### config.mk
export PLATFORM = sky130hd
export DESIGN_NAME = mandelbrot_escape_time
export DESIGN_NICKNAME = d
export VERILOG_FILES = /design/src/design/mandel_pkg.sv /design/src/design/mandel_div.sv /design/src/design/mandelbrot_escape_time.sv
export SDC_FILE = /design/constraint.sdc
export NUM_CORES = 2
export LEC_CHECK = 0
export BUFFER_PORTS_ARGS = -buffer_cell sky130_fd_sc_hd__clkbuf_2
export CORE_MARGIN = 2
export CORE_UTILIZATION = 40
export CTS_BUF_LIST = sky130_fd_sc_hd__clkbuf_16
export DETAILED_ROUTE_END_ITERATION = 12
export SETUP_SLACK_MARGIN = 0.5
export SLEW_MARGIN = 20
export SYNTH_ARGS = -nofsm -noshare
export SYNTH_HDL_FRONTEND = slang
export SYNTH_HIERARCHICAL = 1
export SYNTH_SLANG_ARGS = --single-unit
### constraint.sdc
create_clock -name clk_i -period 25.6 [get_ports clk_i]
set_input_delay 5.12 -clock clk_i [delete_from_list [all_inputs] [get_ports clk_i]]
set_output_delay 5.12 -clock clk_i [all_outputs]
set_load 0.01 [all_outputs]
### src/design/mandel_pkg.sv
// Shared constants, types and the saturating helper function of the escape-time evaluator.
package mandel_pkg;

  localparam int FRAC_BITS  = 26;
  localparam int INDEX_BITS = 24;
  localparam int COUNT_BITS = 16;

  localparam int WORD_BITS      = 32;
  localparam int WIDTH_BITS     = 13;
  localparam int LIMIT_BITS     = 16;
  localparam int CFG_INDEX_BITS = 3;
  localparam int MUL_A_BITS     = WORD_BITS + 1;
  localparam int PROD_BITS      = MUL_A_BITS + WORD_BITS;
  localparam int WIDE_BITS      = PROD_BITS + 1;
  localparam int SQ_BITS        = 2 * WORD_BITS - 1;
  localparam int DIV_CNT_BITS   = $clog2(INDEX_BITS);

  localparam logic [CFG_INDEX_BITS-1:0] REG_IMAGE_WIDTH     = 3'd0;
  localparam logic [CFG_INDEX_BITS-1:0] REG_ITERATION_LIMIT = 3'd1;
  localparam logic [CFG_INDEX_BITS-1:0] REG_ORIGIN_REAL     = 3'd2;
  localparam logic [CFG_INDEX_BITS-1:0] REG_ORIGIN_IMAG     = 3'd3;
  localparam logic [CFG_INDEX_BITS-1:0] REG_PIXEL_STEP      = 3'd4;

  localparam logic [WIDTH_BITS-1:0] WIDTH_RESET = WIDTH_BITS'(640);
  localparam logic [LIMIT_BITS-1:0] LIMIT_RESET = LIMIT_BITS'(256);
  localparam logic signed [WORD_BITS-1:0] STEP_RESET = WORD_BITS'(1) << FRAC_BITS;

  localparam logic [SQ_BITS:0] ESC_LIMIT = (SQ_BITS + 1)'(4) << (2 * FRAC_BITS);

  localparam logic signed [WIDE_BITS-1:0] WORD_MAX =
    {{(WIDE_BITS - WORD_BITS + 1){1'b0}}, {(WORD_BITS - 1){1'b1}}};
  localparam logic signed [WIDE_BITS-1:0] WORD_MIN =
    {{(WIDE_BITS - WORD_BITS + 1){1'b1}}, {(WORD_BITS - 1){1'b0}}};

  typedef enum logic [3:0] {
    S_IDLE,
    S_DIV,
    S_CRE,
    S_CIM,
    S_CI,
    S_UPD,
    S_RR,
    S_II,
    S_CHK,
    S_DONE
  } state_e;

  typedef struct packed {
    logic                  start;
    logic [INDEX_BITS-1:0] dividend;
    logic [WIDTH_BITS-1:0] divisor;
  } div_req_t;

  typedef struct packed {
    logic                  done;
    logic [INDEX_BITS-1:0] quotient;
    logic [WIDTH_BITS-1:0] remainder;
  } div_res_t;

  typedef struct packed {
    logic                        hit;
    logic signed [WORD_BITS-1:0] value;
  } sat_t;

  function automatic sat_t sat_word(input logic signed [WIDE_BITS-1:0] v);
    sat_t r;
    r.hit = 1'b1;
    if (v > WORD_MAX) begin
      r.value = WORD_MAX[WORD_BITS-1:0];
    end else if (v < WORD_MIN) begin
      r.value = WORD_MIN[WORD_BITS-1:0];
    end else begin
      r.hit   = 1'b0;
      r.value = v[WORD_BITS-1:0];
    end
    return r;
  endfunction

endpackage

### src/design/mandel_div.sv
// Restoring divider that splits a pixel index into row and column, one bit a cycle.
module mandel_div
  import mandel_pkg::*;
(
  input  logic     clk_i,
  input  logic     rst_ni,
  input  div_req_t req_i,
  output div_res_t res_o
);

  localparam logic [DIV_CNT_BITS-1:0] CNT_MAX = DIV_CNT_BITS'(INDEX_BITS - 1);

  logic                    busy_q;
  logic                    done_q;
  logic [DIV_CNT_BITS-1:0] cnt_q;
  logic [INDEX_BITS-1:0]   quot_q;
  logic [WIDTH_BITS-1:0]   rem_q;
  logic [WIDTH_BITS-1:0]   divisor_q;

  logic [WIDTH_BITS:0]   trial;
  logic [WIDTH_BITS:0]   diff;
  logic                  fits;
  logic [WIDTH_BITS-1:0] rem_d;

  always_comb begin
    trial = {rem_q, quot_q[INDEX_BITS-1]};
    diff  = trial - {1'b0, divisor_q};
    fits  = trial >= {1'b0, divisor_q};
    rem_d = fits ? diff[WIDTH_BITS-1:0] : trial[WIDTH_BITS-1:0];
  end

  always_ff @(posedge clk_i or negedge rst_ni) begin
    if (!rst_ni) begin
      busy_q <= 1'b0;
      done_q <= 1'b0;
      cnt_q  <= '0;
    end else begin
      done_q <= 1'b0;
      if (req_i.start) begin
        busy_q <= 1'b1;
        cnt_q  <= CNT_MAX;
      end else if (busy_q) begin
        if (cnt_q == '0) begin
          busy_q <= 1'b0;
          done_q <= 1'b1;
        end else begin
          cnt_q <= cnt_q - 1'b1;
        end
      end
    end
  end

  always_ff @(posedge clk_i) begin
    if (req_i.start) begin
      quot_q    <= req_i.dividend;
      rem_q     <= '0;
      divisor_q <= req_i.divisor;
    end else if (busy_q) begin
      quot_q <= {quot_q[INDEX_BITS-2:0], fits};
      rem_q  <= rem_d;
    end
  end

  assign res_o.done      = done_q;
  assign res_o.quotient  = quot_q;
  assign res_o.remainder = rem_q;

endmodule

### src/design/mandelbrot_escape_time.sv
// Top level of the escape-time evaluator: sequencer, shared multiplier and registers.
// A request is split into row and column by the divider, then c is formed and z is updated until
// it escapes or the limit is reached; the iteration count is the number of z updates done, less one when z escapes.
// One request is taken at a time, only in the idle state; the single shared multiplier serves
// every product of a z update in turn, and the next request waits until the result is loaded.
// Reset clears the sequencer and output valid and loads the register defaults.
module mandelbrot_escape_time
  import mandel_pkg::*;
(
  input  logic                      clk_i,
  input  logic                      rst_ni,
  input  logic                      cfg_we_i,
  input  logic [CFG_INDEX_BITS-1:0] cfg_index_i,
  input  logic [WORD_BITS-1:0]      cfg_data_i,
  input  logic                      in_valid_i,
  output logic                      in_ready_o,
  input  logic [INDEX_BITS-1:0]     pixel_index_i,
  input  logic                      last_pixel_i,
  output logic                      out_valid_o,
  input  logic                      out_ready_i,
  output logic [COUNT_BITS-1:0]     iteration_count_o,
  output logic                      last_pixel_out_o
);

  state_e state_q, state_d;

  logic [WIDTH_BITS-1:0]       width_q;
  logic [LIMIT_BITS-1:0]       limit_q;
  logic signed [WORD_BITS-1:0] origin_re_q;
  logic signed [WORD_BITS-1:0] origin_im_q;
  logic signed [WORD_BITS-1:0] step_q;

  logic signed [WORD_BITS-1:0] cr_q, ci_q, zr_q, zi_q;
  logic [SQ_BITS-1:0]          rr_q, ii_q;
  logic signed [PROD_BITS-1:0] prod_q;
  logic                        sat_q;
  logic [COUNT_BITS-1:0]       iter_q;
  logic                        last_q;
  logic                        out_valid_q;
  logic [COUNT_BITS-1:0]       count_q;
  logic                        last_out_q;

  logic [WIDTH_BITS-1:0] width_eff;
  div_req_t              div_req;
  div_res_t              div_res;

  logic signed [MUL_A_BITS-1:0] mul_a;
  logic signed [WORD_BITS-1:0]  mul_b;
  logic signed [PROD_BITS-1:0]  prod_d;
  logic                         load;
  logic                         in_ready;

  logic signed [WIDE_BITS-1:0] c_sum_re, c_sum_im;
  logic signed [WIDE_BITS-1:0] diff_sq, nr_sum, ni_sum;
  sat_t                        c_re, c_im, nr, ni;
  logic [SQ_BITS:0]            mag;
  logic                        escape;
  logic                        at_limit;

  assign width_eff = (width_q == '0) ? WIDTH_BITS'(1) : width_q;

  assign div_req.start    = in_valid_i && in_ready;
  assign div_req.dividend = pixel_index_i;
  assign div_req.divisor  = width_eff;

  mandel_div u_div (
    .clk_i  (clk_i),
    .rst_ni (rst_ni),
    .req_i  (div_req),
    .res_o  (div_res)
  );

  always_ff @(posedge clk_i or negedge rst_ni) begin
    if (!rst_ni) begin
      width_q     <= WIDTH_RESET;
      limit_q     <= LIMIT_RESET;
      origin_re_q <= '0;
      origin_im_q <= '0;
      step_q      <= STEP_RESET;
    end else if (cfg_we_i) begin
      case (cfg_index_i)
        REG_IMAGE_WIDTH:     width_q     <= cfg_data_i[WIDTH_BITS-1:0];
        REG_ITERATION_LIMIT: limit_q     <= cfg_data_i[LIMIT_BITS-1:0];
        REG_ORIGIN_REAL:     origin_re_q <= cfg_data_i;
        REG_ORIGIN_IMAG:     origin_im_q <= cfg_data_i;
        REG_PIXEL_STEP:      step_q      <= cfg_data_i;
        default: ;
      endcase
    end
  end

  always_comb begin
    c_sum_re = $signed({{(WIDE_BITS - WORD_BITS){origin_re_q[WORD_BITS-1]}}, origin_re_q})
             + $signed({prod_q[PROD_BITS-1], prod_q});
    c_sum_im = $signed({{(WIDE_BITS - WORD_BITS){origin_im_q[WORD_BITS-1]}}, origin_im_q})
             + $signed({prod_q[PROD_BITS-1], prod_q});
    c_re     = sat_word(c_sum_re);
    c_im     = sat_word(c_sum_im);
    diff_sq  = $signed({{(WIDE_BITS - SQ_BITS){1'b0}}, rr_q})
             - $signed({{(WIDE_BITS - SQ_BITS){1'b0}}, ii_q});
    nr_sum   = (diff_sq >>> FRAC_BITS)
             + $signed({{(WIDE_BITS - WORD_BITS){cr_q[WORD_BITS-1]}}, cr_q});
    ni_sum   = ($signed({prod_q[PROD_BITS-1], prod_q}) >>> (FRAC_BITS - 1))
             + $signed({{(WIDE_BITS - WORD_BITS){ci_q[WORD_BITS-1]}}, ci_q});
    nr       = sat_word(nr_sum);
    ni       = sat_word(ni_sum);
    mag      = {1'b0, rr_q} + {1'b0, prod_q[SQ_BITS-1:0]};
    escape   = sat_q || (mag >= ESC_LIMIT);
    at_limit = (COUNT_BITS'(iter_q + 1'b1) == COUNT_BITS'(limit_q));
  end

  always_comb begin
    state_d = state_q;
    case (state_q)
      S_IDLE: if (in_valid_i) state_d = S_DIV;
      S_DIV:  if (div_res.done) state_d = S_CRE;
      S_CRE:  state_d = S_CIM;
      S_CIM:  state_d = S_CI;
      S_CI:   state_d = (limit_q == '0) ? S_DONE : S_UPD;
      S_UPD:  state_d = S_RR;
      S_RR:   state_d = S_II;
      S_II:   state_d = S_CHK;
      S_CHK:  state_d = (escape || at_limit) ? S_DONE : S_UPD;
      S_DONE: if (load) state_d = S_IDLE;
      default: state_d = S_IDLE;
    endcase
  end

  always_comb begin
    in_ready = 1'b0;
    load     = 1'b0;
    mul_a    = '0;
    mul_b    = '0;
    case (state_q)
      S_IDLE: in_ready = 1'b1;
      S_CRE: begin
        mul_a = $signed({{(MUL_A_BITS - WIDTH_BITS){1'b0}}, div_res.remainder});
        mul_b = step_q;
      end
      S_CIM: begin
        mul_a = $signed({{(MUL_A_BITS - INDEX_BITS){1'b0}}, div_res.quotient});
        mul_b = step_q;
      end
      S_CI, S_CHK: begin
        mul_a = $signed({zr_q[WORD_BITS-1], zr_q});
        mul_b = zi_q;
      end
      S_RR: begin
        mul_a = $signed({zr_q[WORD_BITS-1], zr_q});
        mul_b = zr_q;
      end
      S_II: begin
        mul_a = $signed({zi_q[WORD_BITS-1], zi_q});
        mul_b = zi_q;
      end
      S_DONE: load = !out_valid_q || out_ready_i;
      default: ;
    endcase
  end

  assign prod_d = mul_a * mul_b;

  always_ff @(posedge clk_i or negedge rst_ni) begin
    if (!rst_ni) begin
      state_q     <= S_IDLE;
      out_valid_q <= 1'b0;
    end else begin
      state_q <= state_d;
      if (load) begin
        out_valid_q <= 1'b1;
      end else if (out_ready_i) begin
        out_valid_q <= 1'b0;
      end
    end
  end

  always_ff @(posedge clk_i) begin
    prod_q <= prod_d;
    if (div_req.start) begin
      last_q <= last_pixel_i;
    end
    if (load) begin
      count_q    <= iter_q;
      last_out_q <= last_q;
    end
    case (state_q)
      S_CRE: begin
        zr_q <= '0;
        zi_q <= '0;
        rr_q <= '0;
        ii_q <= '0;
      end
      S_CIM: cr_q <= c_re.value;
      S_CI: begin
        ci_q   <= c_im.value;
        iter_q <= '0;
      end
      S_UPD: begin
        zr_q  <= nr.value;
        zi_q  <= ni.value;
        sat_q <= nr.hit || ni.hit;
      end
      S_II: rr_q <= prod_q[SQ_BITS-1:0];
      S_CHK: begin
        ii_q <= prod_q[SQ_BITS-1:0];
        if (!escape) begin
          iter_q <= COUNT_BITS'(iter_q + 1'b1);
        end
      end
      default: ;
    endcase
  end

  assign in_ready_o        = in_ready;
  assign out_valid_o       = out_valid_q;
  assign iteration_count_o = count_q;
  assign last_pixel_out_o  = last_out_q;

  a_count_in_limit: assert property (@(posedge clk_i) disable iff (!rst_ni)
    load |-> (iter_q <= COUNT_BITS'(limit_q)))
    else $error("Iteration count exceeds the limit.");

  a_col_in_width: assert property (@(posedge clk_i) disable iff (!rst_ni)
    div_res.done |-> (div_res.remainder < width_eff))
    else $error("Column is not below the image width.");

  a_sat_escapes: assert property (@(posedge clk_i) disable iff (!rst_ni)
    (state_q == S_CHK && sat_q) |=> (state_q == S_DONE))
    else $error("A saturated update did not end the pixel.");

endmodule

### After elaboration in Yosys (flattened, before gate mapping)

Index checks and enable logic that the tools add are counted.

| operators by class | value |
|---|---|
| $mul | 1 |
| multiplexer cells | 40 |
| reductions and logical operators | 28 |
| $add $sub $neg | 9 |
| magnitude comparators | 10 |
| equality and inequality tests | 19 |

Operators by type and width:

| kind | number |
|---|---|
| $pmux W63 S2 | 2 |
| $mux W32 | 6 |
| $add A32 B65 Y66 | 2 |
| $gt A66 B32 Y1 const B | 2 |
| $lt A66 B32 Y1 const B | 2 |
| $pmux W33 S4 | 1 |
| $pmux W32 S2 | 2 |
| $pmux W32 S3 | 1 |
| $mul A33 B32 Y65 | 1 |
| $add A63 B63 Y64 | 1 |
| $ge A64 B55 Y1 const B | 1 |
| $sub A63 B63 Y64 | 1 |
| $mux W24 | 2 |
| $add A40 B32 Y41 | 1 |
| $gt A41 B32 Y1 const B | 1 |
| $lt A41 B32 Y1 const B | 1 |
| $pmux W4 S10 | 1 |
| $add A38 B32 Y39 | 1 |
| $gt A39 B32 Y1 const B | 1 |
| $lt A39 B32 Y1 const B | 1 |
| $pmux W16 S2 | 1 |
| $mux W4 | 5 |
| $add A16 B1 Y16 const B | 1 |
| $eq A16 B16 Y1 | 1 |
| other kinds (29) | 68 |

| word-level totals | value |
|---|---|
| bits in registers | 541 |
| input port bits | 65 |
| output and inout bits | 19 |
| word-level logic and storage cells | 132 |

### Longest topological paths before layout

| logic depth | value |
|---|---|
| word-level depth | 6 |
| depth in mapped cells | 39 |
| gate-level depth less buffers | 36 |

### Hierarchy

Netlist, hierarchy kept.

By module, submodules not included:

| module | times used | sequential area each (um^2) | area an instance (um^2) | cells each |
|---|---|---|---|---|
| mandelbrot_escape_time | 1 | 13,237.7 | 72,022.8 | 7,892 |
| mandel_div | 1 | 1,546.5 | 3,007.9 | 266 |

### Worst setup path after synthesis

No wires, ideal clock.

| path | value |
|---|---|
| path type | flip-flop to flip-flop |
| start | register state_q[2] |
| end | register prod_q[63] |
| arrival | 10.111 ns |
| setup slack | 15.363 ns |
| buffers on the path | 3 |
| stages on the path, launching flop included | 33 |
| data required time | 25.473 ns |
| cell sequence | dfrtp_1 nor2b_1 nand2_1 o211ai_1 clkbuf_1 a22o_1 clkbuf_1 clkbuf_1 nand2_1 inv_1 fa_1 fa_1 fa_1 inv_1 fa_1 inv_1 fa_1 fa_1 inv_1 fa_1 inv_1 fa_1 ha_1 a21oi_1 nor2b_1 nor2_1 or4b_2 a311o_1 a31oi_1 o21ai_0 a21oi_1 o21ai_0 xor2_1 |

| between the ends | value |
|---|---|
| word-level cells in the longest chain between the ends | 4 |

Ends and longest elaborated chain:

| element | line | source |
|---|---|---|
| start: declaration | mandelbrot_escape_time.sv:25 | `state_e state_q, state_d;` |
| start signal: assignment | mandelbrot_escape_time.sv:168 | `state_q <= state_d;` |
| $eq A4 B4 Y1, or another cell as far along | mandelbrot_escape_time.sv:134 | `case (state_q)` |
| $reduce_or A3 Y1 (no line) or $reduce_or A2 Y1 (tied branches) | n/a |  |
| $pmux W33 S4 or $pmux W32 S3 (tied branches) | mandelbrot_escape_time.sv:134 |  |
| $mul A33 B32 Y65 * | mandelbrot_escape_time.sv:161 | `assign prod_d = mul_a * mul_b;` |
| net prod_d[63] | mandelbrot_escape_time.sv:49 | `logic signed [PROD_BITS-1:0] prod_d;` |
| end signal: assignment | mandelbrot_escape_time.sv:178 | `prod_q <= prod_d;` |
| end: declaration | mandelbrot_escape_time.sv:35 | `logic signed [PROD_BITS-1:0] prod_q;` |

The timed path passes the listed nets; every way through them passes the cells marked *.
A chain may end at the register's enable or synchronous reset.

### Final worst setup path

| path | value |
|---|---|
| start | register state_q[0] |
| end | register prod_q[61] |

The elaborated chain is that of the path after synthesis.

==> results.md <==
Outcome:
- The flow ran to the end, and the final reports show no timing, DRC or antenna violations.

Final layout:
- The share of final-layout standard cells stronger than drive strength 1 is 0.0714.
- The post-layout utilization of the core is 0.433.
- The net count of the finished layout is slightly below 10000.
- The synthesis-to-finish area growth is 7.29%.
- The post-route non-filler standard cell count is 10600.

Timing:
- The transition time at the pin with the least slew margin is 1.21 ns.
- The number of slew-limit violations in the final report is 0.
- The relative max-transition margin is 0.194.
- The final setup violation count is 0.
- The achievable frequency is 84.3 MHz.
- The final critical-path required period is 11.86 ns.
- Setup repair after global routing left no endpoint under its margin.
- The maximum clock skew at final layout is 0.0562 ns.
- The final worst setup slack is 13.74 ns.
- The summed negative setup slack over all endpoints is 0 ns.
- The final cycle utilization of the critical path is 0.463.
- The total count of hold-check failures in the final report is 0.

Synth:
- The average instance in the mapped netlist occupies between 9 and 10 sq um.
- The most used flip-flop cell after synthesis is sky130_fd_sc_hd__edfxtp_1.
- Counting every net in the synthesized netlist gives 9853.
- The most common cell in the synthesized netlist is sky130_fd_sc_hd__inv_1.
- The biggest area consumer among synthesized cells is sky130_fd_sc_hd__fa_1.
- The unique cell type count in the Yosys netlist is 90.
- The number of enable flip-flop cells after synthesis is 326.
- Synthesis produced between 8000 and 9000 cells.
- The share of the Yosys chip area taken by registers is 0.197.
- By count the netlist is led by sky130_fd_sc_hd__inv_1 (1166), sky130_fd_sc_hd__fa_1 (1096), sky130_fd_sc_hd__nand2_1 (850), sky130_fd_sc_hd__nor2_1 (815), sky130_fd_sc_hd__ha_1 (534).
- The area share of the largest cell type after synthesis is 0.292.
- The flip-flop and latch count after synthesis is 541.
- After synthesis the cells add up to 75000 sq um.
- Ranked by total cell area, the synthesized netlist is headed by sky130_fd_sc_hd__fa_1 (29%), sky130_fd_sc_hd__edfxtp_1 (13%), sky130_fd_sc_hd__ha_1 (8.9%), sky130_fd_sc_hd__inv_1 (5.8%), sky130_fd_sc_hd__dfrtp_1 (4.4%).
- The fraction of registers with async set or reset after synthesis is 0.253.
- For this run, the number of Yosys warnings is 6.

Clock network:
- The post-CTS resize count is 0.
- The clock tree root driver cell is sky130_fd_sc_hd__clkbuf_16.
- The clock-pin slew on the worst setup and hold paths is ~0.06 ns.
- Counting along the longest clock path gives a buffer depth of 3.
- In this run, post-CTS hold repair placed 0 buffers.
- The post-CTS repair timing setup buffer count is 0.
- CTS built an H-tree with a depth of 3.
- The TritonCTS clock tree is yes.
- Clock latency on the worst-skew pair, taken at its later pin, is 0.68 ns.
- The clock buffer count from CTS is between 60 and 70.
- Counting every sink on the clock net gives between 500 and 600.

Worst setup path:
- The library cell contributing the largest single delay on the critical path is sky130_fd_sc_hd__a221o_1.
- The required time of the critical path is between 20 and 30 ns.
- In this run the worst path has a maximum fanout of 65.
- The startpoint type of the worst setup path is a register.
- For this run, the slowest stage of the critical path takes 0.81 ns.
- The cell repeated most along the worst path is sky130_fd_sc_hd__fa_1.
- STA classifies the critical path endpoint as a register.
- The classification of the worst setup path is register to register.
- STA puts the critical path data arrival time at 12.44 ns.

Floorplanning:
- The top-level port count is 84.
- After floorplanning, the core was sized to cover around 190000 sq um.
- In this run the horizontal extent of the chip is 437 microns.
- The effective utilization at floorplan is 0.404.
- The total die area is around 190000 sq um.
- After floorplanning, the core was divided into 158 placement rows.
- Measured along the y axis, the die boundary spans around 440 microns.

Drt:
- The residual antenna-violating net count after detailed routing is 0.
- Dividing the detail-routed wire length by the instance count gives 24.0 microns.
- The first-iteration detailed-routing DRC count is 5738.
- The number of iterations in the first detailed-routing pass is 6.
- The total number of vias is 60200.
- The final layout contains routed wiring with a total length of 255000 microns.
- In the routed design, unresolved DRC markers number 0.
- After detailed routing, the number of vias per cell comes to 5.68.

Global routing:
- Entering global routing, the biggest net connects 79 pins.
- The number of antenna violations at the first check in global routing came to 30.
- The wire length of the first global-routing pass is 387000 microns.
- The overall global routing resource usage is 0.268.
- The via count of the first global-routing pass is 61200.
- Summed over all layers, the global routing overflow is 0.

Place:
- The worst slack at placement is about 14 ns.
- Port buffering added 83 buffers.
- The total instance count after detailed placement is 10500.
- At the end of routability-driven placement, the weighted congestion stood at 0.951.
- The post-DP HPWL is 204000 microns.

Min path:
- The kind of path behind the tightest hold check is register to register.

Flow run:
- Across the run, the number of max-cap violations was 0.
[worst paths after layout]
kind,start,to,slack [ns],cells after the start
setup reg to reg,state_q[0],prod_q[61],13.74,36
max in group asynchronous,rst_ni,step_q[4],19.63,2
hold reg to reg,last_q,last_pixel_out_o,0.42,0
setup / recovery,state_q[0],prod_q[61],13.74,36
min in group asynchronous,rst_ni,origin_re_q[13],4.54,1
hold / removal,last_q,last_pixel_out_o,0.42,0
[cell type report]
type | instances | area [sq um]
fill | 18100 | 105000
multi-input combinational | 6064 | 54600
sequential | 541 | 14800
inverter | 1166 | 4380
tap | 2480 | 3100
clock buffer | 72 | 1800
timing repair buffer | 206 | 1350
clock inverter | 56 | 490
antenna | 8 | 20.0
[metal layers]
layer	global-route usage	vias up	part of all wire
met1	0.372	30500	0.42
met3	0.0482	441	0.087
met4	0.0954	2	0.042
met2	0.419	2469	0.45
met5	0	-	0.000051
li1	-	26800	-
[state kept, by name, indices dropped and copies added, names as in the netlist, 4 cells and up]
name and count:
ci_q 32, zi_q 32, zr_q 32, u_div/quot_q 24
u_div/cnt_q 5, limit_q 16, origin_re_q 32, step_q 32
rr_q 63, iter_q 16, ii_q 63, cr_q 32
u_div/divisor_q 13, width_q 13, state_q 4, iteration_count_o 16
origin_im_q 32, u_div/rem_q 13, prod_q 65
[cell usage in the layout (no fill, tap or decap), types with 78 or more instances in the layout]
| cell | n |
|---|---|
| sky130_fd_sc_hd__nand2_1 | 850 |
| sky130_fd_sc_hd__and2_1 | 124 |
| sky130_fd_sc_hd__xor2_1 | 137 |
| sky130_fd_sc_hd__a21oi_1 | 400 |
| sky130_fd_sc_hd__and3_1 | 112 |
| sky130_fd_sc_hd__buf_4 | 122 |
| sky130_fd_sc_hd__fa_1 | 1096 |
| sky130_fd_sc_hd__ha_1 | 534 |
| sky130_fd_sc_hd__dfrtp_1 | 133 |
| sky130_fd_sc_hd__inv_1 | 1179 |
| sky130_fd_sc_hd__o21ai_0 | 238 |
| sky130_fd_sc_hd__edfxtp_1 | 326 |
| sky130_fd_sc_hd__xnor2_1 | 180 |
| sky130_fd_sc_hd__a21o_1 | 262 |
| sky130_fd_sc_hd__nor2_1 | 812 |
| sky130_fd_sc_hd__nand3_1 | 157 |
| sky130_fd_sc_hd__mux2_2 | 150 |
| sky130_fd_sc_hd__dfxtp_1 | 78 |
| sky130_fd_sc_hd__nand4_1 | 110 |
| sky130_fd_sc_hd__clkbuf_2 | 82 |
[cells by family after synthesis]
logic type                 share of synthesized area
xor gates and xnor gates                      0.0371
DFF                                            0.197
and+or+nand+nor                                0.148
AOI/OAI and AO/OA                              0.133
adders and majority gates                      0.381
muxes                                         0.0249
buffers and inverters                         0.0784
[worst max-delay path: cells and delay by family (launching register included)]
family / cells / cell delay (ns)
compound gates: 11 / 3.86
xor+xnor: 1 / 0.13
fa+ha+maj: 9 / 4.25
buf+inv: 8 / 1.65
flops: 1 / 0.36
simple gates: 7 / 1.48
[per-stage QoR]
step / hold WS, ns / instance area [sq um]
after CTS: 0.419 / 80500
after floorplan: 0.400 / 75000
after global routing: 0.421 / 80500
final: 0.419 / 80500
after global placement: 0.405 / 78200
after detailed placement: 0.405 / 78200
Power is left out: the tool's default activity adds up to more than one toggle a clock period on the data nets, which glitch-free logic cannot reach.
